===== src/hdl/i2c_hcrm_pkg.sv =====
// Package: codes, bit masks and transfer types of the two-wire host/client register block.
`default_nettype none

package i2c_hcrm_pkg;

    // Item kinds
    typedef enum logic [1:0] {
        CMD_REG_WR = 2'd0,
        CMD_REG_RD = 2'd1,
        CMD_WIRE   = 2'd2
    } t_cmd;

    // CPU register selection
    typedef enum logic [2:0] {
        SEL_HCTRLB  = 3'd0,
        SEL_HSTATUS = 3'd1,
        SEL_HADDR   = 3'd2,
        SEL_HDATA   = 3'd3,
        SEL_CCTRLB  = 3'd4,
        SEL_CSTATUS = 3'd5,
        SEL_CDATA   = 3'd6
    } t_sel;

    // Configuration register indexes
    typedef enum logic [1:0] {
        CFG_HCTRL  = 2'd0,
        CFG_CCTRL  = 2'd1,
        CFG_CADDR  = 2'd2,
        CFG_CAMASK = 2'd3
    } t_cfg_idx;

    // Host command field of a ctrlb write
    typedef enum logic [1:0] {
        HCMD_NONE  = 2'd0,
        HCMD_START = 2'd1,
        HCMD_READ  = 2'd2,
        HCMD_STOP  = 2'd3
    } t_hcmd;

    // Wire condition flags
    localparam logic [5:0] C_START = 6'h01;
    localparam logic [5:0] C_ADDR  = 6'h02;
    localparam logic [5:0] C_WRITE = 6'h04;
    localparam logic [5:0] C_READ  = 6'h08;
    localparam logic [5:0] C_ACK   = 6'h10;
    localparam logic [5:0] C_STOP  = 6'h20;

    // Host status bits
    localparam logic [7:0] HS_BUS    = 8'h03;
    localparam logic [7:0] HS_BUSERR = 8'h04;
    localparam logic [7:0] HS_ARB    = 8'h08;
    localparam logic [7:0] HS_RXACK  = 8'h10;
    localparam logic [7:0] HS_HOLD   = 8'h20;
    localparam logic [7:0] HS_WIF    = 8'h40;
    localparam logic [7:0] HS_RIF    = 8'h80;
    localparam logic [7:0] HS_OWNER  = 8'h02;
    localparam logic [7:0] HS_IDLE   = 8'h01;

    // Client status bits
    localparam logic [7:0] CS_AP   = 8'h01;
    localparam logic [7:0] CS_DIR  = 8'h02;
    localparam logic [7:0] CS_HOLD = 8'h20;
    localparam logic [7:0] CS_APIF = 8'h40;
    localparam logic [7:0] CS_DIF  = 8'h80;
    localparam logic [7:0] CS_W1C  = 8'hCC;

    // Most wire messages one item can cause
    localparam int MAX_MSG = 3;
    localparam int MSG_W   = $clog2(MAX_MSG + 1);

    // Result queue geometry
    localparam int QDEPTH = 4;
    localparam int QAW    = $clog2(QDEPTH);

    typedef struct packed {
        logic [1:0] cmd;
        logic [2:0] reg_select;
        logic [7:0] write_data;
        logic [5:0] wire_cond;
        logic [7:0] rx_addr;
        logic [7:0] wire_data;
        logic       peer_ack;
        logic       peer_data_valid;
        logic [7:0] peer_data;
    } t_in_item;

    typedef struct packed {
        logic [7:0] read_data;
        logic       wire_out_valid;
        logic [5:0] wire_out_cond;
        logic [7:0] wire_out_addr;
        logic [7:0] wire_out_data;
        logic       host_irq;
        logic       client_irq;
        logic       last;
    } t_out_item;

    // All results of one item, handed from the engine to the result queue
    typedef struct packed {
        logic [MSG_W-1:0]        count;
        t_out_item [MAX_MSG-1:0] items;
    } t_res_set;

endpackage

`default_nettype wire


===== src/hdl/i2c_hcrm_engine.sv =====
// Engine: configuration, host and client state, and the per-item register/wire logic.
`default_nettype none

module i2c_hcrm_engine
    import i2c_hcrm_pkg::*;
(
    input  wire logic       i_clk,
    input  wire logic       i_rst_n,
    input  wire logic       i_cfg_we,
    input  wire logic [1:0] i_cfg_idx,
    input  wire logic [7:0] i_cfg_data,
    input  wire logic       i_fire,
    input  wire t_in_item   i_item,
    output t_res_set        o_res
);

    // Configuration
    logic [7:0] r_hctrl, r_cctrl, r_caddr, r_camask;

    // State
    logic [7:0] r_hs, r_haddr, r_hdata, r_cs, r_cdata, r_csaddr;
    logic [1:0] r_hbits;
    logic [5:0] r_clatch;
    logic       r_hreading, r_csel, r_hirq, r_cirq;

    logic [7:0] n_hs, n_haddr, n_hdata, n_cs, n_cdata, n_csaddr;
    logic [1:0] n_hbits;
    logic [5:0] n_clatch;
    logic       n_hreading, n_csel, n_hirq, n_cirq;

    logic [5:0]       m_cond [MAX_MSG];
    logic [7:0]       m_addr [MAX_MSG];
    logic [7:0]       m_data [MAX_MSG];
    logic [MSG_W-1:0] m_cnt;
    logic [7:0]       rd;

    // Configuration writes
    always_ff @(posedge i_clk) begin
        if (!i_rst_n) begin
            r_hctrl  <= '0;
            r_cctrl  <= '0;
            r_caddr  <= '0;
            r_camask <= '0;
        end else if (i_cfg_we) begin
            unique case (i_cfg_idx)
                CFG_HCTRL:  r_hctrl  <= i_cfg_data;
                CFG_CCTRL:  r_cctrl  <= i_cfg_data;
                CFG_CADDR:  r_caddr  <= i_cfg_data;
                CFG_CAMASK: r_camask <= i_cfg_data;
                default:    r_hctrl  <= r_hctrl;
            endcase
        end
    end

    // Work out next state and messages of one item
    always_comb begin
        logic       en, do_start, do_read, ack, match;
        logic [7:0] v, st_a, ign;
        logic [6:0] diff;
        logic [5:0] cond;

        n_hs = r_hs; n_haddr = r_haddr; n_hdata = r_hdata; n_hbits = r_hbits;
        n_hreading = r_hreading; n_cs = r_cs; n_cdata = r_cdata;
        n_csaddr = r_csaddr; n_csel = r_csel; n_clatch = r_clatch;
        n_hirq = r_hirq; n_cirq = r_cirq;
        for (int k = 0; k < MAX_MSG; k++) begin
            m_cond[k] = '0;
            m_addr[k] = '0;
            m_data[k] = '0;
        end
        m_cnt    = '0;
        rd       = '0;
        en       = r_hctrl[0];
        v        = i_item.write_data;
        ack      = i_item.peer_ack;
        cond     = i_item.wire_cond;
        do_start = 1'b0;
        do_read  = 1'b0;
        st_a     = r_haddr;

        // Client address match under the mask
        ign   = r_camask[0] ? {1'b0, r_camask[7:1]} : 8'h00;
        diff  = (i_item.rx_addr[7:1] ^ r_caddr[7:1]) & ~ign[6:0];
        match = (diff == 7'd0);

        if (i_item.cmd == CMD_REG_WR) begin
            unique case (i_item.reg_select)
                SEL_HCTRLB: begin
                    n_hbits = v[3:2];
                    if (en) begin
                        if (v[3]) begin
                            // Flush: back to idle
                            n_hs   = (n_hs & ~(HS_BUS | HS_WIF | HS_RIF | HS_HOLD | HS_RXACK))
                                     | HS_IDLE;
                            n_hirq = 1'b0;
                        end else begin
                            unique case (v[1:0])
                                HCMD_START: begin
                                    do_start = 1'b1;
                                    st_a     = r_haddr;
                                end
                                HCMD_READ: begin
                                    if (r_hreading && !v[2]) begin
                                        n_hs    = n_hs & ~(HS_RIF | HS_HOLD);
                                        do_read = 1'b1;
                                    end
                                end
                                HCMD_STOP: begin
                                    m_cond[m_cnt] = C_STOP;
                                    m_addr[m_cnt] = r_haddr;
                                    m_data[m_cnt] = v[2] ? 8'h00 : 8'h01;
                                    m_cnt         = m_cnt + 1'b1;
                                    n_hs   = (n_hs & ~(HS_BUS | HS_WIF | HS_RIF | HS_HOLD))
                                             | HS_IDLE;
                                    n_hirq = 1'b0;
                                end
                                default: ;
                            endcase
                        end
                    end
                end
                SEL_HSTATUS: begin
                    n_hs = n_hs & ~(v & (HS_WIF | HS_RIF | HS_BUSERR | HS_ARB));
                    n_hs = (n_hs & ~HS_BUS) | (v & HS_BUS);
                    if ((n_hs & (HS_WIF | HS_RIF)) == 8'h00) n_hirq = 1'b0;
                end
                SEL_HADDR: begin
                    n_haddr = v;
                    if (en) begin
                        do_start = 1'b1;
                        st_a     = v;
                    end
                end
                SEL_HDATA: begin
                    n_hdata = v;
                    if (en && !r_hreading) begin
                        n_hs          = n_hs & ~(HS_WIF | HS_RXACK);
                        m_cond[m_cnt] = C_WRITE;
                        m_addr[m_cnt] = r_haddr;
                        m_data[m_cnt] = v;
                        m_cnt         = m_cnt + 1'b1;
                        if (!ack) n_hs = n_hs | HS_RXACK;
                        n_hs = n_hs | HS_WIF | HS_HOLD;
                        if (r_hctrl[6]) n_hirq = 1'b1;
                    end
                end
                SEL_CCTRLB: begin
                    n_clatch = v[7:2];
                    if (r_cctrl[0] && v[1]) begin
                        n_cs   = n_cs & ~(CS_DIF | CS_APIF | CS_HOLD);
                        n_cirq = 1'b0;
                    end
                end
                SEL_CSTATUS: begin
                    n_cs = n_cs & ~(v & CS_W1C);
                    if ((n_cs & (CS_APIF | CS_DIF)) == 8'h00) n_cirq = 1'b0;
                end
                SEL_CDATA: n_cdata = v;
                default: ;
            endcase
        end else if (i_item.cmd == CMD_REG_RD) begin
            unique case (i_item.reg_select)
                SEL_HCTRLB:  rd = {4'h0, r_hbits, 2'b00};
                SEL_HSTATUS: rd = r_hs;
                SEL_HADDR:   rd = r_haddr;
                SEL_HDATA: begin
                    // Reading data drops the read flag and the clock hold
                    n_hs = n_hs & ~(HS_RIF | HS_HOLD);
                    if ((n_hs & (HS_WIF | HS_RIF)) == 8'h00) n_hirq = 1'b0;
                    rd = r_hdata;
                end
                SEL_CCTRLB:  rd = {r_clatch, 2'b00};
                SEL_CSTATUS: rd = r_cs;
                SEL_CDATA:   rd = r_cdata;
                default:     rd = 8'h00;
            endcase
        end else if (i_item.cmd == CMD_WIRE && r_cctrl[0]) begin
            // Start: drop selection, then match the address byte
            if ((cond & C_START) != 6'd0) begin
                n_csel = 1'b0;
                if ((cond & C_ADDR) != 6'd0 && match) begin
                    n_csel   = 1'b1;
                    n_csaddr = i_item.rx_addr;
                    n_cs     = (n_cs & ~CS_DIR) | CS_AP | CS_APIF | CS_HOLD
                               | (i_item.rx_addr[0] ? CS_DIR : 8'h00);
                    m_cond[m_cnt] = C_ACK;
                    m_addr[m_cnt] = i_item.rx_addr;
                    m_data[m_cnt] = 8'h01;
                    m_cnt         = m_cnt + 1'b1;
                    if (r_cctrl[6]) n_cirq = 1'b1;
                end
            end
            // Data phase while selected
            if (n_csel) begin
                if ((cond & C_WRITE) != 6'd0) begin
                    n_cdata = i_item.wire_data;
                    n_cs    = (n_cs & ~CS_DIR) | CS_DIF | CS_HOLD;
                    m_cond[m_cnt] = C_ACK;
                    m_addr[m_cnt] = n_csaddr;
                    m_data[m_cnt] = 8'h01;
                    m_cnt         = m_cnt + 1'b1;
                    if (r_cctrl[7]) n_cirq = 1'b1;
                end
                if ((cond & C_READ) != 6'd0) begin
                    m_cond[m_cnt] = C_READ;
                    m_addr[m_cnt] = n_csaddr;
                    m_data[m_cnt] = n_cdata;
                    m_cnt         = m_cnt + 1'b1;
                    n_cs = n_cs | CS_DIR | CS_DIF | CS_HOLD;
                    if (r_cctrl[7]) n_cirq = 1'b1;
                end
            end
            // Stop: release selection
            if ((cond & C_STOP) != 6'd0) begin
                if (n_csel) begin
                    n_cs = (n_cs & ~(CS_AP | CS_HOLD)) | CS_APIF;
                    if (r_cctrl[6] || r_cctrl[5]) n_cirq = 1'b1;
                end
                n_csel   = 1'b0;
                n_csaddr = 8'h00;
            end
        end

        // Host start: address message, then either a read byte or the write flag
        if (do_start) begin
            n_hreading    = st_a[0];
            n_hs          = (n_hs & ~(HS_BUS | HS_WIF | HS_RIF | HS_ARB | HS_BUSERR | HS_RXACK))
                            | HS_OWNER;
            m_cond[m_cnt] = C_START | C_ADDR;
            m_addr[m_cnt] = st_a;
            m_data[m_cnt] = 8'h00;
            m_cnt         = m_cnt + 1'b1;
            if (!ack) n_hs = n_hs | HS_RXACK;
            if (st_a[0] && ack) begin
                do_read = 1'b1;
            end else begin
                n_hs = n_hs | HS_WIF | HS_HOLD;
                if (r_hctrl[6]) n_hirq = 1'b1;
            end
        end

        // Host read byte
        if (do_read) begin
            m_cond[m_cnt] = C_READ;
            m_addr[m_cnt] = n_haddr;
            m_data[m_cnt] = 8'h00;
            m_cnt         = m_cnt + 1'b1;
            if (i_item.peer_data_valid) n_hdata = i_item.peer_data;
            n_hs = n_hs | HS_RIF | HS_HOLD;
            if (r_hctrl[7]) n_hirq = 1'b1;
        end
    end

    // Pack the results of this item
    always_comb begin
        logic [MSG_W-1:0] n;
        n           = (m_cnt == '0) ? MSG_W'(1) : m_cnt;
        o_res.count = n;
        for (int k = 0; k < MAX_MSG; k++) begin
            o_res.items[k].read_data      = rd;
            o_res.items[k].wire_out_valid = (MSG_W'(k) < m_cnt);
            o_res.items[k].wire_out_cond  = m_cond[k];
            o_res.items[k].wire_out_addr  = m_addr[k];
            o_res.items[k].wire_out_data  = m_data[k];
            o_res.items[k].host_irq       = n_hirq;
            o_res.items[k].client_irq     = n_cirq;
            o_res.items[k].last           = (MSG_W'(k) == n - 1'b1);
        end
    end

    // Commit state when an item is processed
    always_ff @(posedge i_clk) begin
        if (!i_rst_n) begin
            r_hs       <= '0;
            r_haddr    <= '0;
            r_hdata    <= '0;
            r_hbits    <= '0;
            r_hreading <= 1'b0;
            r_cs       <= '0;
            r_cdata    <= '0;
            r_csaddr   <= '0;
            r_csel     <= 1'b0;
            r_clatch   <= '0;
            r_hirq     <= 1'b0;
            r_cirq     <= 1'b0;
        end else if (i_fire) begin
            r_hs       <= n_hs;
            r_haddr    <= n_haddr;
            r_hdata    <= n_hdata;
            r_hbits    <= n_hbits;
            r_hreading <= n_hreading;
            r_cs       <= n_cs;
            r_cdata    <= n_cdata;
            r_csaddr   <= n_csaddr;
            r_csel     <= n_csel;
            r_clatch   <= n_clatch;
            r_hirq     <= n_hirq;
            r_cirq     <= n_cirq;
        end
    end

endmodule

`default_nettype wire


===== src/hdl/i2c_hcrm_outq.sv =====
// Result queue: takes an item's one to three results at once; pops one a cycle while i_ready.
`default_nettype none

module i2c_hcrm_outq
    import i2c_hcrm_pkg::*;
(
    input  wire logic i_clk,
    input  wire logic i_rst_n,
    input  wire logic i_push,
    input  wire t_res_set i_res,
    output logic      o_room,
    output logic      o_valid,
    input  wire logic i_ready,
    output t_out_item o_item
);

    t_out_item        r_q [QDEPTH];
    logic [QAW-1:0]   r_wr, r_rd;
    logic [QAW:0]     r_cnt;
    logic             pop;

    // Room for a whole result set of one item
    assign o_room  = (r_cnt <= (QAW+1)'(QDEPTH - MAX_MSG));
    assign o_valid = (r_cnt != '0);
    assign o_item  = r_q[r_rd];
    assign pop     = o_valid && i_ready;

    // Store the results of an item
    always_ff @(posedge i_clk) begin
        if (i_push) begin
            for (int k = 0; k < MAX_MSG; k++) begin
                if (MSG_W'(k) < i_res.count) r_q[r_wr + QAW'(k)] <= i_res.items[k];
            end
        end
    end

    // Advance pointers and fill count
    always_ff @(posedge i_clk) begin
        if (!i_rst_n) begin
            r_wr  <= '0;
            r_rd  <= '0;
            r_cnt <= '0;
        end else begin
            if (i_push) r_wr <= r_wr + QAW'(i_res.count);
            if (pop)    r_rd <= r_rd + 1'b1;
            r_cnt <= r_cnt + (i_push ? (QAW+1)'(i_res.count) : '0)
                     - (pop ? (QAW+1)'(1) : '0);
        end
    end

endmodule

`default_nettype wire


===== src/hdl/i2c_hcrm_top.sv =====
// Top level of the two-wire host/client register block: input register, engine, result queue.
//
//  channel  | handshake           | payload
//  ---------+---------------------+-----------------------------------------
//  input    | i_valid / o_ready   | i_in  (t_in_item: cpu access or wire msg)
//  result   | o_valid / i_ready   | o_out (t_out_item: read data, msg, irqs)
//  config   | i_cfg_we            | i_cfg_idx, i_cfg_data
//
//  An item taken at the input waits in the input register until the queue has room for all its
//  results; the engine then applies it and writes those results into the queue, which offers
//  the first of them. One item is taken per cycle while each gives one result and the result
//  port is ready; an item gives one result per wire message, or one if it has none, and they
//  leave in turn through the single read port of the queue. Reset is synchronous and clears all
//  control and state. A stalled result port fills the queue and then holds the input register.
`default_nettype none

module i2c_host_client_register_model_top
    import i2c_hcrm_pkg::*;
(
    input  wire logic       i_clk,
    input  wire logic       i_rst_n,
    input  wire logic       i_cfg_we,
    input  wire logic [1:0] i_cfg_idx,
    input  wire logic [7:0] i_cfg_data,
    input  wire logic       i_valid,
    output logic            o_ready,
    input  wire t_in_item   i_in,
    output logic            o_valid,
    input  wire logic       i_ready,
    output t_out_item       o_out
);

    logic     r_in_vld;
    t_in_item r_in;
    logic     q_room, fire;
    t_res_set res;

    // Process the held item when the queue can take all its results
    assign fire    = r_in_vld && q_room;
    assign o_ready = !r_in_vld || fire;

    // Input register
    always_ff @(posedge i_clk) begin
        if (!i_rst_n) begin
            r_in_vld <= 1'b0;
        end else if (o_ready) begin
            r_in_vld <= i_valid;
        end
    end

    always_ff @(posedge i_clk) begin
        if (o_ready && i_valid) r_in <= i_in;
    end

    i2c_hcrm_engine u_engine (
        .i_clk      (i_clk),
        .i_rst_n    (i_rst_n),
        .i_cfg_we   (i_cfg_we),
        .i_cfg_idx  (i_cfg_idx),
        .i_cfg_data (i_cfg_data),
        .i_fire     (fire),
        .i_item     (r_in),
        .o_res      (res)
    );

    i2c_hcrm_outq u_outq (
        .i_clk   (i_clk),
        .i_rst_n (i_rst_n),
        .i_push  (fire),
        .i_res   (res),
        .o_room  (q_room),
        .o_valid (o_valid),
        .i_ready (i_ready),
        .o_item  (o_out)
    );

endmodule

`default_nettype wire

===== config.mk =====
export PLATFORM = sky130hd
export DESIGN_NAME = i2c_host_client_register_model_top
export DESIGN_NICKNAME = d
export VERILOG_FILES = /design/src/hdl/i2c_hcrm_pkg.sv /design/src/hdl/i2c_hcrm_engine.sv /design/src/hdl/i2c_hcrm_outq.sv /design/src/hdl/i2c_hcrm_top.sv
export SDC_FILE = /design/constraint.sdc
export NUM_CORES = 1
export LEC_CHECK = 0
export BUFFER_PORTS_ARGS = -buffer_cell sky130_fd_sc_hd__buf_2
export CAP_MARGIN = 40
export CORE_MARGIN = 2
export CORE_UTILIZATION = 55
export CTS_CLUSTER_DIAMETER = 80
export CTS_CLUSTER_SIZE = 28
export DETAILED_ROUTE_END_ITERATION = 8
export GPL_TIMING_DRIVEN = 0
export MAX_ROUTING_LAYER = met4
export PLACE_DENSITY_LB_ADDON = 0.2
export SLEW_MARGIN = 20
export SYNTH_ARGS = -nofsm -noshare
export SYNTH_HDL_FRONTEND = slang
export SYNTH_SLANG_ARGS = --single-unit

===== constraint.sdc =====
create_clock -name i_clk -period 4.8 [get_ports i_clk]
set_input_delay 0.48 -clock i_clk [delete_from_list [all_inputs] [get_ports i_clk]]
set_output_delay 0.48 -clock i_clk [all_outputs]
set_load 0.01 [all_outputs]

* Word-level counts from Yosys, hierarchy flattened
Memories as Yosys holds them, arrays and structs flattened. A register that Yosys moved wholly into a read port is not among the register bits. Cells that the tools add are included.
Storage, ports and cells: bits in registers 145, bits in writable memories 136, memories 1
Memories:
- u_outq.r_q | depth 4, width 34, rd ports 1, clocked after memory_dff 1, wr ports 3, line i2c_hcrm_outq.sv:17 | t_out_item r_q [QDEPTH];
Cells by class: $add $sub $neg 11, $lt $le $gt $ge 15, eq/ne operators 26, multiplexer cells 236, bitwise gates (word level) 33, reduce and logical (&&, ||, !) cells 45
Operator list (number):
- $mux W8 | 67
- $mux W24 | 22
- $mux W18 | 11
- $bwmux W24 | 5
- $mux W6 | 12
- $mux W1 | 65
- $demux W8 S2 | 4
- $pmux W8 S2 | 4
- $pmux W8 S7 | 1
- $and A24 B24 Y24 | 2
- $demux W6 S2 | 4
- $not A24 Y24 | 2
- $mux W2 | 23
- $and A15 B15 Y15 | 3
- $not A15 Y15 | 3
- $mux W7 | 5
- $mux W16 | 2
- $logic_not A8 Y1 | 3
- $pmux W8 S3 | 1
- $and A21 B21 Y21 | 1
- $not A21 Y21 | 1
- $and A8 B8 Y8 | 2
- $mux W5 | 3
- $reduce_and A5 Y1 | 3
- other kinds (56) | 117

* Longest topological paths before layout
Gate-level depths: netlist of run 1.
word-level depth 32, gate-level depth with buffers 24, mapped depth without buffers 21

* By module
A second synthesis of run 1 with hierarchy kept.
Second synthesis, totals: cells, all modules 1501, area, all modules 16967.5 µm²
By module, submodules not included:
- i2c_hcrm_outq | times used 1, cells an instance 544, area each 9037.4 µm², sequential area each 4264.1 µm²
- i2c_hcrm_engine | times used 1, cells an instance 906, area each 6513.7 µm², sequential area each 1621.6 µm²
- i2c_host_client_register_model_top | times used 1, cells an instance 51, area each 1416.4 µm², sequential area each 1371.3 µm²

* Worst setup path before layout of run 1
OpenSTA, ideal clock, no wires.
path type register to register, from register r_in[22] in the netlist's numbering, to memory u_outq.r_q[3][0] in the netlist's numbering, enable pin, library setup time 0.395 ns, data arrival time 4.629 ns, required time 4.405 ns, slack -0.224 ns, cell stages (with the launch flop) 18, buffers on the path 0, path through edfxtp_1 > xor2_1 > a22o_1 > nor4_4 > inv_2 > ha_1 > xor2_1 > nand3_1 > o21bai_2 > ha_1 > o21ai_0 > nand2b_1 > ha_1 > o21a_1 > a21oi_2 > nand2_1 > o21ai_1 > nand2b_1
RTL lines:
- start: declaration | line i2c_hcrm_top.sv:34 | t_in_item r_in;
- start signal: assignment | line i2c_hcrm_top.sv:52 | if (o_ready && i_valid) r_in <= i_in;
- end: declaration | line i2c_hcrm_outq.sv:17

* Final worst setup path of run 1
from register r_in[20] in the netlist's numbering, to register u_outq.r_cnt[2]
Between the ends: word-level cells in the longest chain between the ends 30
Ends and longest elaborated chain:
- $xor A7 B7 Y7 (*) | line i2c_hcrm_engine.sv:83 | diff = (i_item.rx_addr[7:1] ^ r_caddr[7:1]) & ~ign[6:0];
- $and A7 B7 Y7 (*) | line i2c_hcrm_engine.sv:83
- $logic_not A7 Y1 (*) | line i2c_hcrm_engine.sv:84 | match = (diff == 7'd0);
- $logic_and A1 B1 Y1 (*) | line i2c_hcrm_engine.sv:181 | if ((cond & C_ADDR) != 6'd0 && match) begin
- $mux W1 | line i2c_hcrm_engine.sv:181
- $mux W2 | line i2c_hcrm_engine.sv:179 | if ((cond & C_START) != 6'd0) begin
- $mux W2 | line i2c_hcrm_engine.sv:177 | end else if (i_item.cmd == CMD_WIRE && r_cctrl[0]) begin
- $mux W2 | line i2c_hcrm_engine.sv:161 | end else if (i_item.cmd == CMD_REG_RD) begin
- (+14 left out)
- $mux W2 (*) | line i2c_hcrm_engine.sv:225 | if (do_start) begin
- $add A2 B1 Y2 | line i2c_hcrm_engine.sv:247 | m_cnt = m_cnt + 1'b1;
- $mux W2 (*) | line i2c_hcrm_engine.sv:243 | if (do_read) begin
- $logic_not A2 Y1 | line i2c_hcrm_engine.sv:257 | n = (m_cnt == '0) ? MSG_W'(1) : m_cnt;
- $mux W2 (*) | line i2c_hcrm_engine.sv:257
- $mux W2 (*) | line i2c_hcrm_outq.sv:46 | r_cnt <= r_cnt + (i_push ? (QAW+1)'(i_res.count) : '0)
- $add A3 B3 Y3 (*) | line i2c_hcrm_outq.sv:46
- $sub A3 B3 Y3 (*) | line i2c_hcrm_outq.sv:47 | - (pop ? (QAW+1)'(1) : '0);
- end signal: assignment | line i2c_hcrm_outq.sv:46
- end: declaration | line i2c_hcrm_outq.sv:19 | logic [QAW:0] r_cnt;
Mark *: on every way between the ends. The rest lies on a longest branch, timed or not. The select of a mux whose other input is x is not followed. A chain may end at the register's enable or synchronous reset.

==> summary.txt, run 1 <==
GRT overflow -> 0
area share of the leading cell type in the synthesized netlist -> 38.2%
post-detailed-route wirelength per cell -> 25.7 um
number of buffers added on ports -> 94
power density of the placed cells -> 339 nW/um^2
unrepaired setup endpoints after global routing -> true
area of the core region -> 25,000 sq um
ratio of final minimum period to clock period -> 98.0%
count of TritonRoute iterations in the first routing pass -> 6
final setup skew -> 0.0275 ns
Max Slew Vio Count -> 0
hold_buf cts -> 0
multi-input logic area -> 6540 sq um
number of global-route vias before repair -> 10,871
Setup-failing EPs final -> 0
Max transition margin -> 36.9%
Most used DFF post-synth -> sky130_fd_sc_hd__edfxtp_1
synthesized instance count -> 1,241
wirelength, routed -> 44,500 um
total power -> 5360 uW
Max Cap Viol -> 0
Final Hold Vio Count -> 0
Yosys cell types -> 82
maximum number of pins on one net before global-route repair -> 30
sort of element at the end of the critical path -> register
boundary pin count -> 96
synth top area cells -> sky130_fd_sc_hd__edfxtp_1 38%, sky130_fd_sc_hd__dfxtp_1 13%, sky130_fd_sc_hd__mux2i_1 9.9%
final critical-path required period -> 4.70 ns
vias per std cell -> 6.52
1st-iter DRT viols -> 1,301
number of CTS-inserted buffers -> 15
initial antenna violation count -> 0
number of enable-type register cells in the synthesized netlist -> 176
arrival time of the worst setup path -> 5.08 ns
status -> complete, no violations
Peak supply drop -> 0.349 mV
aggregate global-route resource usage -> 34.8%
routed vias -> 11,287
clock sink total -> 267
GP Congestion -> 1.02
Storage cell area -> 7110 sq um
Syn. warnings -> 0
flip-flop and latch count after synthesis -> 267
cell taking the most area after synthesis -> sky130_fd_sc_hd__edfxtp_1
total number of placement rows -> 58
critical path start-end classification -> register to register
worst endpoint required time -> 5.17 ns
top fanout value on the critical path -> 11
final sum of negative setup slack -> 0 ns
vertical extent of the die -> 163 um
ratio of cells with drive above 1 in the final layout -> 19.2%
leakage -> 0.00579 uW
maximum clock path buffer count -> 3
detailed placer's ending HPWL -> 32,900 um
number of diodes -> 0
summed instance area of the synthesized netlist -> 13,800 sq um
share of synthesized registers carrying an async set or reset -> 0%
layout overhead on the synthesized area -> 14.5%
CP startpoint kind -> register
Filler cells -> 2,049
wire length of the first global-routing pass -> 66,900 um
DRC errors left -> 0
net count after synthesis -> 1,314
Clk Latency, worst-skew pair -> 0.51 ns
H-Tree Level Count -> 1
die area -> 26,400 sq um
syn_area_per_cell -> 11.1 sq um
transition at the pin with the smallest max-transition slack -> 0.939 ns
Antenna Violating Nets Remaining -> 0
starting utilization of the core area -> 55.4%
share of synthesized area occupied by flip-flops and latches -> 51.4%
top achievable clock speed -> 213 MHz
clock tree from TritonCTS -> yes
net count of the finished layout -> 1,466
clock-pin slew on the worst setup and hold paths -> 0.11 ns
x dimension of the die -> 163 um
Min-Delay Path Class -> primary input to register
cell at the root of the clock tree -> sky130_fd_sc_hd__clkbuf_16
-- worst paths after layout --
check	endpoint	cells past startpoint	slack [ns]	startpoint
worst max-delay path	u_outq.r_cnt[2]	24	0.1	r_in[20]
worst min-delay path	r_in[37]	1	0.13	i_in[37]
worst max register to register	u_outq.r_cnt[2]	24	0.1	r_in[20]
worst min register to register	u_engine.r_cs[3]	2	0.45	u_engine.r_cs[3]
-- cells in the mapped netlist, types with 9 or more instances --
cell type                  instances
sky130_fd_sc_hd__a22o_1           10
sky130_fd_sc_hd__nor3_1           30
sky130_fd_sc_hd__nand2b_1         12
sky130_fd_sc_hd__nor2_1          141
sky130_fd_sc_hd__nand2_1          88
sky130_fd_sc_hd__dfxtp_1          91
sky130_fd_sc_hd__clkbuf_1         52
sky130_fd_sc_hd__and2_1            9
sky130_fd_sc_hd__mux2i_1         137
sky130_fd_sc_hd__a211oi_1         25
sky130_fd_sc_hd__o22ai_1          32
sky130_fd_sc_hd__ha_1             12
sky130_fd_sc_hd__a21oi_1          81
sky130_fd_sc_hd__o21ai_0          47
sky130_fd_sc_hd__nand3_1          27
sky130_fd_sc_hd__edfxtp_1        176
sky130_fd_sc_hd__buf_2            11
sky130_fd_sc_hd__mux4_2           34
sky130_fd_sc_hd__a22oi_1          18
sky130_fd_sc_hd__o221ai_1         14
sky130_fd_sc_hd__inv_1            17
sky130_fd_sc_hd__buf_1             9
sky130_fd_sc_hd__a221oi_1         10
-- power breakdown --
group / total, uW / switching (uW) / internal [uW]
Combinational: 1240 / 735 / 509
Clock: 1430 / 808 / 623
Sequential: 2690 / 96.1 / 2590
Total: 5360 / 1640 / 3720
-- flip-flops by register name (all words and copies together), names as in the netlist, 2 cells and up, named ones only --
register,flops
u_outq.r_wr,2
u_engine.r_clatch,6
u_engine.r_cs,7
u_engine.r_hdata,8
r_in,44
u_engine.r_hctrl,3
u_engine.r_csaddr,8
u_engine.r_cdata,8
u_engine.r_cctrl,4
u_engine.r_haddr,8
u_engine.r_hbits,2
u_engine.r_camask,8
u_engine.r_hs,8
u_engine.r_caddr,7
u_outq.r_cnt,3
u_outq.r_q,132
u_outq.r_rd,2
-- worst max-delay path, cell delays in order (launching register included) --
cell,delay (ns)
sky130_fd_sc_hd__edfxtp_1,0.44
sky130_fd_sc_hd__xor2_1,0.17
sky130_fd_sc_hd__a22o_4,0.28
sky130_fd_sc_hd__nor4_4,0.28
sky130_fd_sc_hd__buf_6,0.17
sky130_fd_sc_hd__inv_8,0.06
sky130_fd_sc_hd__ha_4,0.25
sky130_fd_sc_hd__xor2_2,0.18
sky130_fd_sc_hd__nand3_2,0.12
sky130_fd_sc_hd__o21bai_4,0.08
sky130_fd_sc_hd__ha_4,0.28
sky130_fd_sc_hd__o21ai_2,0.05
sky130_fd_sc_hd__nand2b_4,0.15
sky130_fd_sc_hd__ha_4,0.27
sky130_fd_sc_hd__o21a_1,0.19
sky130_fd_sc_hd__a21oi_2,0.07
sky130_fd_sc_hd__buf_6,0.15
sky130_fd_sc_hd__buf_8,0.13
sky130_fd_sc_hd__a21oi_4,0.25
sky130_fd_sc_hd__ha_2,0.22
sky130_fd_sc_hd__inv_1,0.05
sky130_fd_sc_hd__fa_2,0.39
sky130_fd_sc_hd__xnor2_2,0.14
sky130_fd_sc_hd__xnor2_1,0.13
sky130_fd_sc_hd__nor2_1,0.05
-- layout make-up --
cell class	instances	share of cell area [%]
tap	330	2.61
clock inverter	6	0.529
sequential	267	44.9
multi-input combinational	876	41.3
buffer	77	2.16
timing repair buffer	135	5.51
inverter	21	0.545
clock buffer	19	2.47
-- per-stage QoR --
stage,setup slack [ns],utilization (%),hold slack [ns],cell area [sq um],cells
after floorplan,0.0193,-,0.412,13900,1241
after global placement,-1.33,59.0,0.431,14700,1665
after detailed placement,-1.14,59.8,0.433,14900,1680
after CTS,-0.0184,62.6,0.130,15600,1721
after global routing,-0.0357,63.4,0.127,15800,1731
final,0.0963,63.4,0.132,15800,1731
-- cell families (layout without fill, tap and decap cells) --
group	Yosys count	count (layout)	synth area share, %
fa+ha+maj	13	13	1.23
simple gates	353	353	11.9
flops	267	267	51.4
xor+xnor	15	15	0.950
mux	180	180	16.2
compound gates	315	315	15.4
buf+inv	98	258	2.92
-- layer usage --
metal / up-vias / global-route usage [%] / share of wire [%]
met4: 0 / 13.9 / 4.6
met3: 119 / 5.55 / 8.3
met5: - / - / 0
met2: 617 / 53.1 / 45
met1: 5503 / 47.0 / 42
li1: 5048 / - / -
-- cells in the final DEF (no fill, tap or decap), drive strengths merged, types with 28 or more instances in the layout --
cell type / n
edfxtp: 176
buf: 161
nor2: 142
mux2i: 137
dfxtp: 91
nand2: 90
a21oi: 83
clkbuf: 70
o21ai: 57
mux4: 34
o22ai: 32
nor3: 31
nand3: 28
-- what timing repair did --
item                                    4_1_cts  5_1_grt
endpoints found under the setup margin      213      162
pin swaps                                    10       13
resized for setup                            19       29
gates cloned                                  0        0
buffers inserted                             16        9
Note: power is estimated with default switching activity, not from simulation.
==> run 2, diff against run 1 <==
REMOVE_ABC_BUFFERS = 1   (was default)
==> summary.txt, run 2 (same netlist as run 1, synthesis figures left out) <==
status -> complete, no violations
maximum clock path buffer count -> 3 (unchanged)
x dimension of the die -> 163 um (unchanged)
number of CTS-inserted buffers -> 14 (-1)
1st-iter DRT viols -> 1,225 (-5.8%)
area of the core region -> 25,000 sq um (unchanged)
Filler cells -> 2,048 (-0.049%)
most frequent standard cell in the layout excluding fill and tap cells -> sky130_fd_sc_hd__edfxtp_1
Max transition margin -> 41.5% (+4.6 points)
Setup-failing EPs final -> 0 (unchanged)
GP Congestion -> 0.958 (-6.5%)
Max Cap Viol -> 0 (unchanged)
worst endpoint required time -> 5.01 ns (-0.16 ns)
layout overhead on the synthesized area -> 12.8%
Min-Delay Path Class -> primary input to register
maximum number of pins on one net before global-route repair -> 79 (+160%)
vias per std cell -> 6.44 (-1.3%)
CP startpoint kind -> register
slowest stage cell, crit path -> sky130_fd_sc_hd__edfxtp_1
ratio of cells with drive above 1 in the final layout -> 19.6% (+0.42 points)
critical path start-end classification -> register to register
wire length of the first global-routing pass -> 57,300 um (-14%)
power density of the placed cells -> 329 nW/um^2 (-2.8%)
Buffers & Inverters on Critical Path -> 3 (-2)
top achievable clock speed -> 220 MHz (+3.3%)
Max Slew Vio Count -> 0 (unchanged)
crit-path cells -> xor2_1, a22o_1, nor4_4, inv_2, ha_2, nand2b_1, o22ai_1, nand2_1, ha_4, o21ai_0, nand2b_4, ha_4, o21a_2, a21oi_4, buf_12, nand2_2, o21ai_4, nand2b_4, buf_16
top fanout value on the critical path -> 19 (+8)
clock tree from TritonCTS -> yes
internal reg-to-reg setup slack -> 0.24 ns (+0.15 ns)
wirelength, routed -> 37,000 um (-17%)
share of the core filled with cells in the final layout -> 62.5% (-0.97 points)
Clk Latency, worst-skew pair -> 0.51 ns (about the same)
cell at the root of the clock tree -> sky130_fd_sc_hd__clkbuf_16
sort of element at the end of the critical path -> register
boundary pin count -> 96 (unchanged)
final worst setup slack -> 0.245 ns (+0.148 ns)
registers with the most flip-flops -> u_outq.r_q: 132 flops, r_in: 44 flops
initial antenna violation count -> 0 (unchanged)
vertical extent of the die -> 163 um (unchanged)
Final Hold Vio Count -> 0 (unchanged)
final critical-path required period -> 4.56 ns (-0.148 ns)
worst hold margin -> 0.141 ns (+0.00955 ns)
clock-pin slew on the worst setup and hold paths -> 0.11 ns (about the same)
number of global-route vias before repair -> 9,903 (-8.9%)
die area -> 26,400 sq um (unchanged)
ratio of final minimum period to clock period -> 94.9% (-3.1 points)
starting utilization of the core area -> 55.4% (unchanged)
GRT overflow -> 0 (unchanged)
net count of the finished layout -> 1,395 (-4.8%)
Crit path max-delay family -> compound AO/OA/AOI/OAI gates
post-detailed-route wirelength per cell -> 22.3 um (-13%)
DRC errors left -> 0 (unchanged)
final setup skew -> 0.0221 ns (-0.00543 ns)
flip-flop count of the largest register, all copies and words added -> 132 (unchanged)
total number of placement rows -> 58 (unchanged)
aggregate global-route resource usage -> 28.8% (-6.0 points)
commonest non-fill, non-tap cells in the layout -> 176 x sky130_fd_sc_hd__edfxtp_1, 139 x sky130_fd_sc_hd__nor2_1, 137 x sky130_fd_sc_hd__mux2i_1
routed vias -> 10,684 (-5.3%)
worst slack at placement -> -1.98 ns (-0.845 ns)
arrival time of the worst setup path -> 4.77 ns (-0.31 ns)
Peak supply drop -> 0.405 mV (+16%)
count of TritonRoute iterations in the first routing pass -> 6 (unchanged)
number of diodes -> 0 (unchanged)
clock sink total -> 267 (unchanged)
transition at the pin with the smallest max-transition slack -> 0.872 ns (-0.0670 ns)
H-Tree Level Count -> 1 (unchanged)
largest register by flop count -> u_outq.r_q
Antenna Violating Nets Remaining -> 0 (unchanged)
max incr delay on CP -> 0.41 ns (-0.03 ns)
number of buffers added on ports -> 94 (unchanged)
detailed placer's ending HPWL -> 26,200 um (-21%)
leakage -> 0.00569 uW (-1.6%)
[run 2: metrics by stage]
step / power, uW / setup TNS [ns] / std cells / cell area (sq um)
4_1_cts: 5130 / 0 / 1652 / 15400
3_5_place_dp: 3790 / -245.77 / 1606 / 14700
3_3_place_gp: 3760 / -510.82 / 1588 / 14400
2_1_floorplan: 3400 / -131.00 / 1164 / 13500
6_report: 5130 / 0 / 1660 / 15600
5_1_grt: 5340 / -0.00348 / 1660 / 15600
[run 2: worst reg2reg max path: stages (launching register included)]
cell	delay (ns)
sky130_fd_sc_hd__edfxtp_1	0.41
sky130_fd_sc_hd__xor2_1	0.16
sky130_fd_sc_hd__a22o_1	0.29
sky130_fd_sc_hd__nor4_4	0.36
sky130_fd_sc_hd__inv_2	0.13
sky130_fd_sc_hd__ha_2	0.20
sky130_fd_sc_hd__nand2b_1	0.17
sky130_fd_sc_hd__o22ai_1	0.21
sky130_fd_sc_hd__nand2_1	0.14
sky130_fd_sc_hd__ha_4	0.30
sky130_fd_sc_hd__o21ai_0	0.15
sky130_fd_sc_hd__nand2b_4	0.17
sky130_fd_sc_hd__ha_4	0.20
sky130_fd_sc_hd__o21a_2	0.15
sky130_fd_sc_hd__a21oi_4	0.28
sky130_fd_sc_hd__buf_12	0.21
sky130_fd_sc_hd__nand2_2	0.15
sky130_fd_sc_hd__o21ai_4	0.20
sky130_fd_sc_hd__nand2b_4	0.19
sky130_fd_sc_hd__buf_16	0.19
[run 2: path summary, 6_finish.rpt]
kind | from | to | depth (start not counted)
worst min-delay path | i_in[31] | r_in[31] | 1
worst max-delay path | r_in[20] | u_outq.r_q[3][24] | 19
worst min register to register | u_engine.r_cs[2] | u_engine.r_cs[2] | 2
worst max register to register | r_in[20] | u_outq.r_q[3][24] | 19
[run 2: area by class of cell]
cell class / instances / area (sq um) / area share, %
clock inverter: 4 / 45.0 / 0.289
clock buffer: 20 / 394 / 2.53
tap: 330 / 413 / 2.65
timing repair buffer: 142 / 1000 / 6.42
inverter: 21 / 83.8 / 0.538
sequential: 267 / 7110 / 45.6
multi-input combinational: 876 / 6540 / 42.0
[run 2: routing by layer]
metal / part of all wire (%) / track usage (%) / wire, um / vias to the layer above
li1: - / - / - / 4905
met1: 44 / 42.0 / 16400 / 5249
met2: 45 / 42.8 / 16800 / 472
met3: 7.8 / 3.41 / 2870 / 58
met4: 2.5 / 8.13 / 941 / 0
met5: 0 / - / 0 / -
[run 2: power by group]
group | total (uW) | internal [uW] | switching (uW)
Sequential | 2790 | 2600 | 196
Clock | 1340 | 602 | 743
Combinational | 997 | 470 | 527
[run 2: timing repair]
item                                    4_1_cts  5_1_grt
resized for setup                            15       19
pin swaps                                     9       12
buffers inserted                             22        7
hold buffers                                  0        0
endpoints found under the setup margin      217      193
==> run 3, diff against run 2 <==
CORE_MARGIN = 3   (was 2)
==> summary.txt, run 3 (same netlist as run 1, synthesis figures left out) <==
clock-pin slew on the worst setup and hold paths -> 0.11 ns (about the same)
number of CTS-inserted buffers -> 14 (unchanged)
clock tree from TritonCTS -> yes
initial antenna violation count -> 0 (unchanged)
Buffers & Inverters on Critical Path -> 2 (-1)
GP Congestion -> 0.959 (about the same)
worst hold margin -> 0.139 ns (-0.00268 ns)
largest register by flop count -> u_outq.r_q
number of buffers added on ports -> 94 (unchanged)
top achievable clock speed -> 217 MHz (-1.3%)
routed vias -> 10,758 (+0.69%)
share of the core filled with cells in the final layout -> 63.8% (+1.3 points)
cell at the root of the clock tree -> sky130_fd_sc_hd__clkbuf_16
number of diodes -> 0 (unchanged)
Final Hold Vio Count -> 0 (unchanged)
ratio of cells with drive above 1 in the final layout -> 19.5% (-0.075 points)
Max Cap Viol -> 0 (unchanged)
Max transition margin -> 35.4% (-6.1 points)
net count of the finished layout -> 1,395 (unchanged)
x dimension of the die -> 165 um (+1.2%)
starting utilization of the core area -> 56.4% (+0.97 points)
status -> complete, no violations
Area after DPL -> 14,700 sq um (+0.32%)
Setup-failing EPs final -> 0 (unchanged)
1st-iter DRT viols -> 1,230 (+0.41%)
r2r worst-path depth -> 17 (-2)
wirelength, routed -> 37,400 um (+1.2%)
count of TritonRoute iterations in the first routing pass -> 7 (+1)
leakage -> 0.00573 uW (+0.58%)
ratio of final minimum period to clock period -> 96.1% (+1.2 points)
Peak supply drop -> 0.350 mV (-13%)
maximum number of pins on one net before global-route repair -> 79 (unchanged)
critical path start-end classification -> register to register
crit-path cells -> xor2_1, a22o_1, nor4_4, inv_2, ha_2, nand2b_4, o22ai_2, nand2_2, ha_4, o21ai_1, nand2b_4, ha_1, o21ai_1, o21ai_4, nor3_4, or3_4, buf_12
die area -> 27,100 sq um (+2.5%)
sort of element at the end of the critical path -> register
worst endpoint required time -> 5.00 ns (about the same)
internal reg-to-reg setup slack -> 0.19 ns (-0.06 ns)
final instance area -> 15,600 sq um (+0.35%)
area of the core region -> 24,500 sq um (-1.7%)
arrival time of the worst setup path -> 4.81 ns (+0.04 ns)
layout overhead on the synthesized area -> 13.2%
detailed placer's ending HPWL -> 26,300 um (+0.49%)
post-detailed-route wirelength per cell -> 22.6 um (+1.6%)
final critical-path required period -> 4.61 ns (+0.0594 ns)
flip-flop count of the largest register, all copies and words added -> 132 (unchanged)
Filler cells -> 1,955 (-4.5%)
startpoint of the most critical setup path -> r_in[23]
vias per std cell -> 6.50 (+1.1%)
hold_buf cts -> 0 (unchanged)
commonest non-fill, non-tap cells in the layout -> 176 x sky130_fd_sc_hd__edfxtp_1, 139 x sky130_fd_sc_hd__nor2_1, 137 x sky130_fd_sc_hd__mux2i_1
worst slack at placement -> -1.58 ns (+0.405 ns)
Max Slew Vio Count -> 0 (unchanged)
power density of the placed cells -> 331 nW/um^2 (+0.61%)
Crit path max-delay family -> simple AND/OR/NAND/NOR gates
wire length of the first global-routing pass -> 58,300 um (+1.8%)
maximum clock path buffer count -> 3 (unchanged)
Min-Delay Path Class -> primary input to register
number of global-route vias before repair -> 10,186 (+2.9%)
worst flop-to-flop path startpoint -> r_in[23]
total number of placement rows -> 57 (-1.7%)
vertical extent of the die -> 165 um (+1.2%)
max incr delay on CP -> 0.44 ns (+0.03 ns)
aggregate global-route resource usage -> 28.3% (-0.42 points)
CP startpoint kind -> register
endpoint of the worst setup timing path -> u_outq.r_q[0][21]
registers with the most flip-flops -> u_outq.r_q: 132 flops, r_in: 44 flops
CP Depth -> 17 (-2)
H-Tree Level Count -> 1 (unchanged)
Antenna Violating Nets Remaining -> 0 (unchanged)
slowest stage cell, crit path -> sky130_fd_sc_hd__edfxtp_1
GRT overflow -> 0 (unchanged)
final setup skew -> 0.0227 ns (+0.000678 ns)
Clk Latency, worst-skew pair -> 0.51 ns (about the same)
destination of the worst register-to-register timing path -> u_outq.r_q[0][21]
transition at the pin with the smallest max-transition slack -> 0.961 ns (+0.0895 ns)
final worst setup slack -> 0.185 ns (-0.0594 ns)
top fanout value on the critical path -> 26 (+7)
boundary pin count -> 96 (unchanged)
clock sink total -> 267 (unchanged)
DRC errors left -> 0 (unchanged)
most frequent standard cell in the layout excluding fill and tap cells -> sky130_fd_sc_hd__edfxtp_1
## run 3: cell types whose count changed in the layout (fill, tap and decap cells not counted), moves of 2 or more
cell	before	now
sky130_fd_sc_hd__clkbuf_1	5	3
sky130_fd_sc_hd__o221ai_2	2	0
sky130_fd_sc_hd__buf_4	27	25
sky130_fd_sc_hd__buf_2	99	97
sky130_fd_sc_hd__o221ai_1	12	14
sky130_fd_sc_hd__clkbuf_8	0	2
sky130_fd_sc_hd__buf_16	2	4
## run 3: worst min path at each step
stage                     startpoint          endpoint  slack, ns  cells after the start
global placement    u_engine.r_cs[3]  u_engine.r_cs[3]       0.42                      2
CTS                          i_in[9]           r_in[9]       0.13                      1
finish                       i_in[9]           r_in[9]       0.14                      1
global route                 i_in[9]           r_in[9]       0.13                      1
detailed placement  u_engine.r_cs[2]  u_engine.r_cs[2]       0.44                      2
floorplan           u_engine.r_cs[2]  u_engine.r_cs[2]       0.41                      2
## run 3: cell type report
cell class                      count  area, sq um  area share (%)
Clock buffer                       20          414            2.65
Multi-Input combinational cell    876         6530            41.7
Timing Repair Buffer              142         1050            6.72
Inverter                           21         83.8           0.536
Tap cell                          324          405            2.59
Clock inverter                      4         50.0           0.320
Sequential cell                   267         7110            45.5
## run 3: what timing repair did
| action | 4_1_cts | 5_1_grt |
|---|---|---|
| setup buffers | 18 | 10 |
| pin swaps | 6 | 12 |
| endpoints found under the setup margin | 211 | 207 |
| gates resized for setup | 14 | 17 |
## run 3: stage by stage
step | power [uW] | instances | TNS [ns]
6_report | 5180 | 1654 | 0
4_1_cts | 5180 | 1643 | 0
2_1_floorplan | 3400 | 1164 | -131.00
5_1_grt | 5410 | 1654 | -1.65
3_3_place_gp | 3760 | 1582 | -493.17
3_5_place_dp | 3810 | 1601 | -166.53
## run 3: metal layers
layer  vias up  part of all wire (%)  track usage (%)
met3        68                   8.9             4.59
li1       4913                     -                -
met2       539                    45             42.4
met1      5238                    43             40.9
met5         -                     0                -
met4         0                   2.4             6.98
## run 3: where the power goes
part / internal (uW) / leakage [uW] / total, uW / switching [uW]
combinational: 479 / 0.00320 / 1000 / 523
sequential: 2600 / 0.00230 / 2790 / 196
clock: 630 / 0.000226 / 1390 / 757
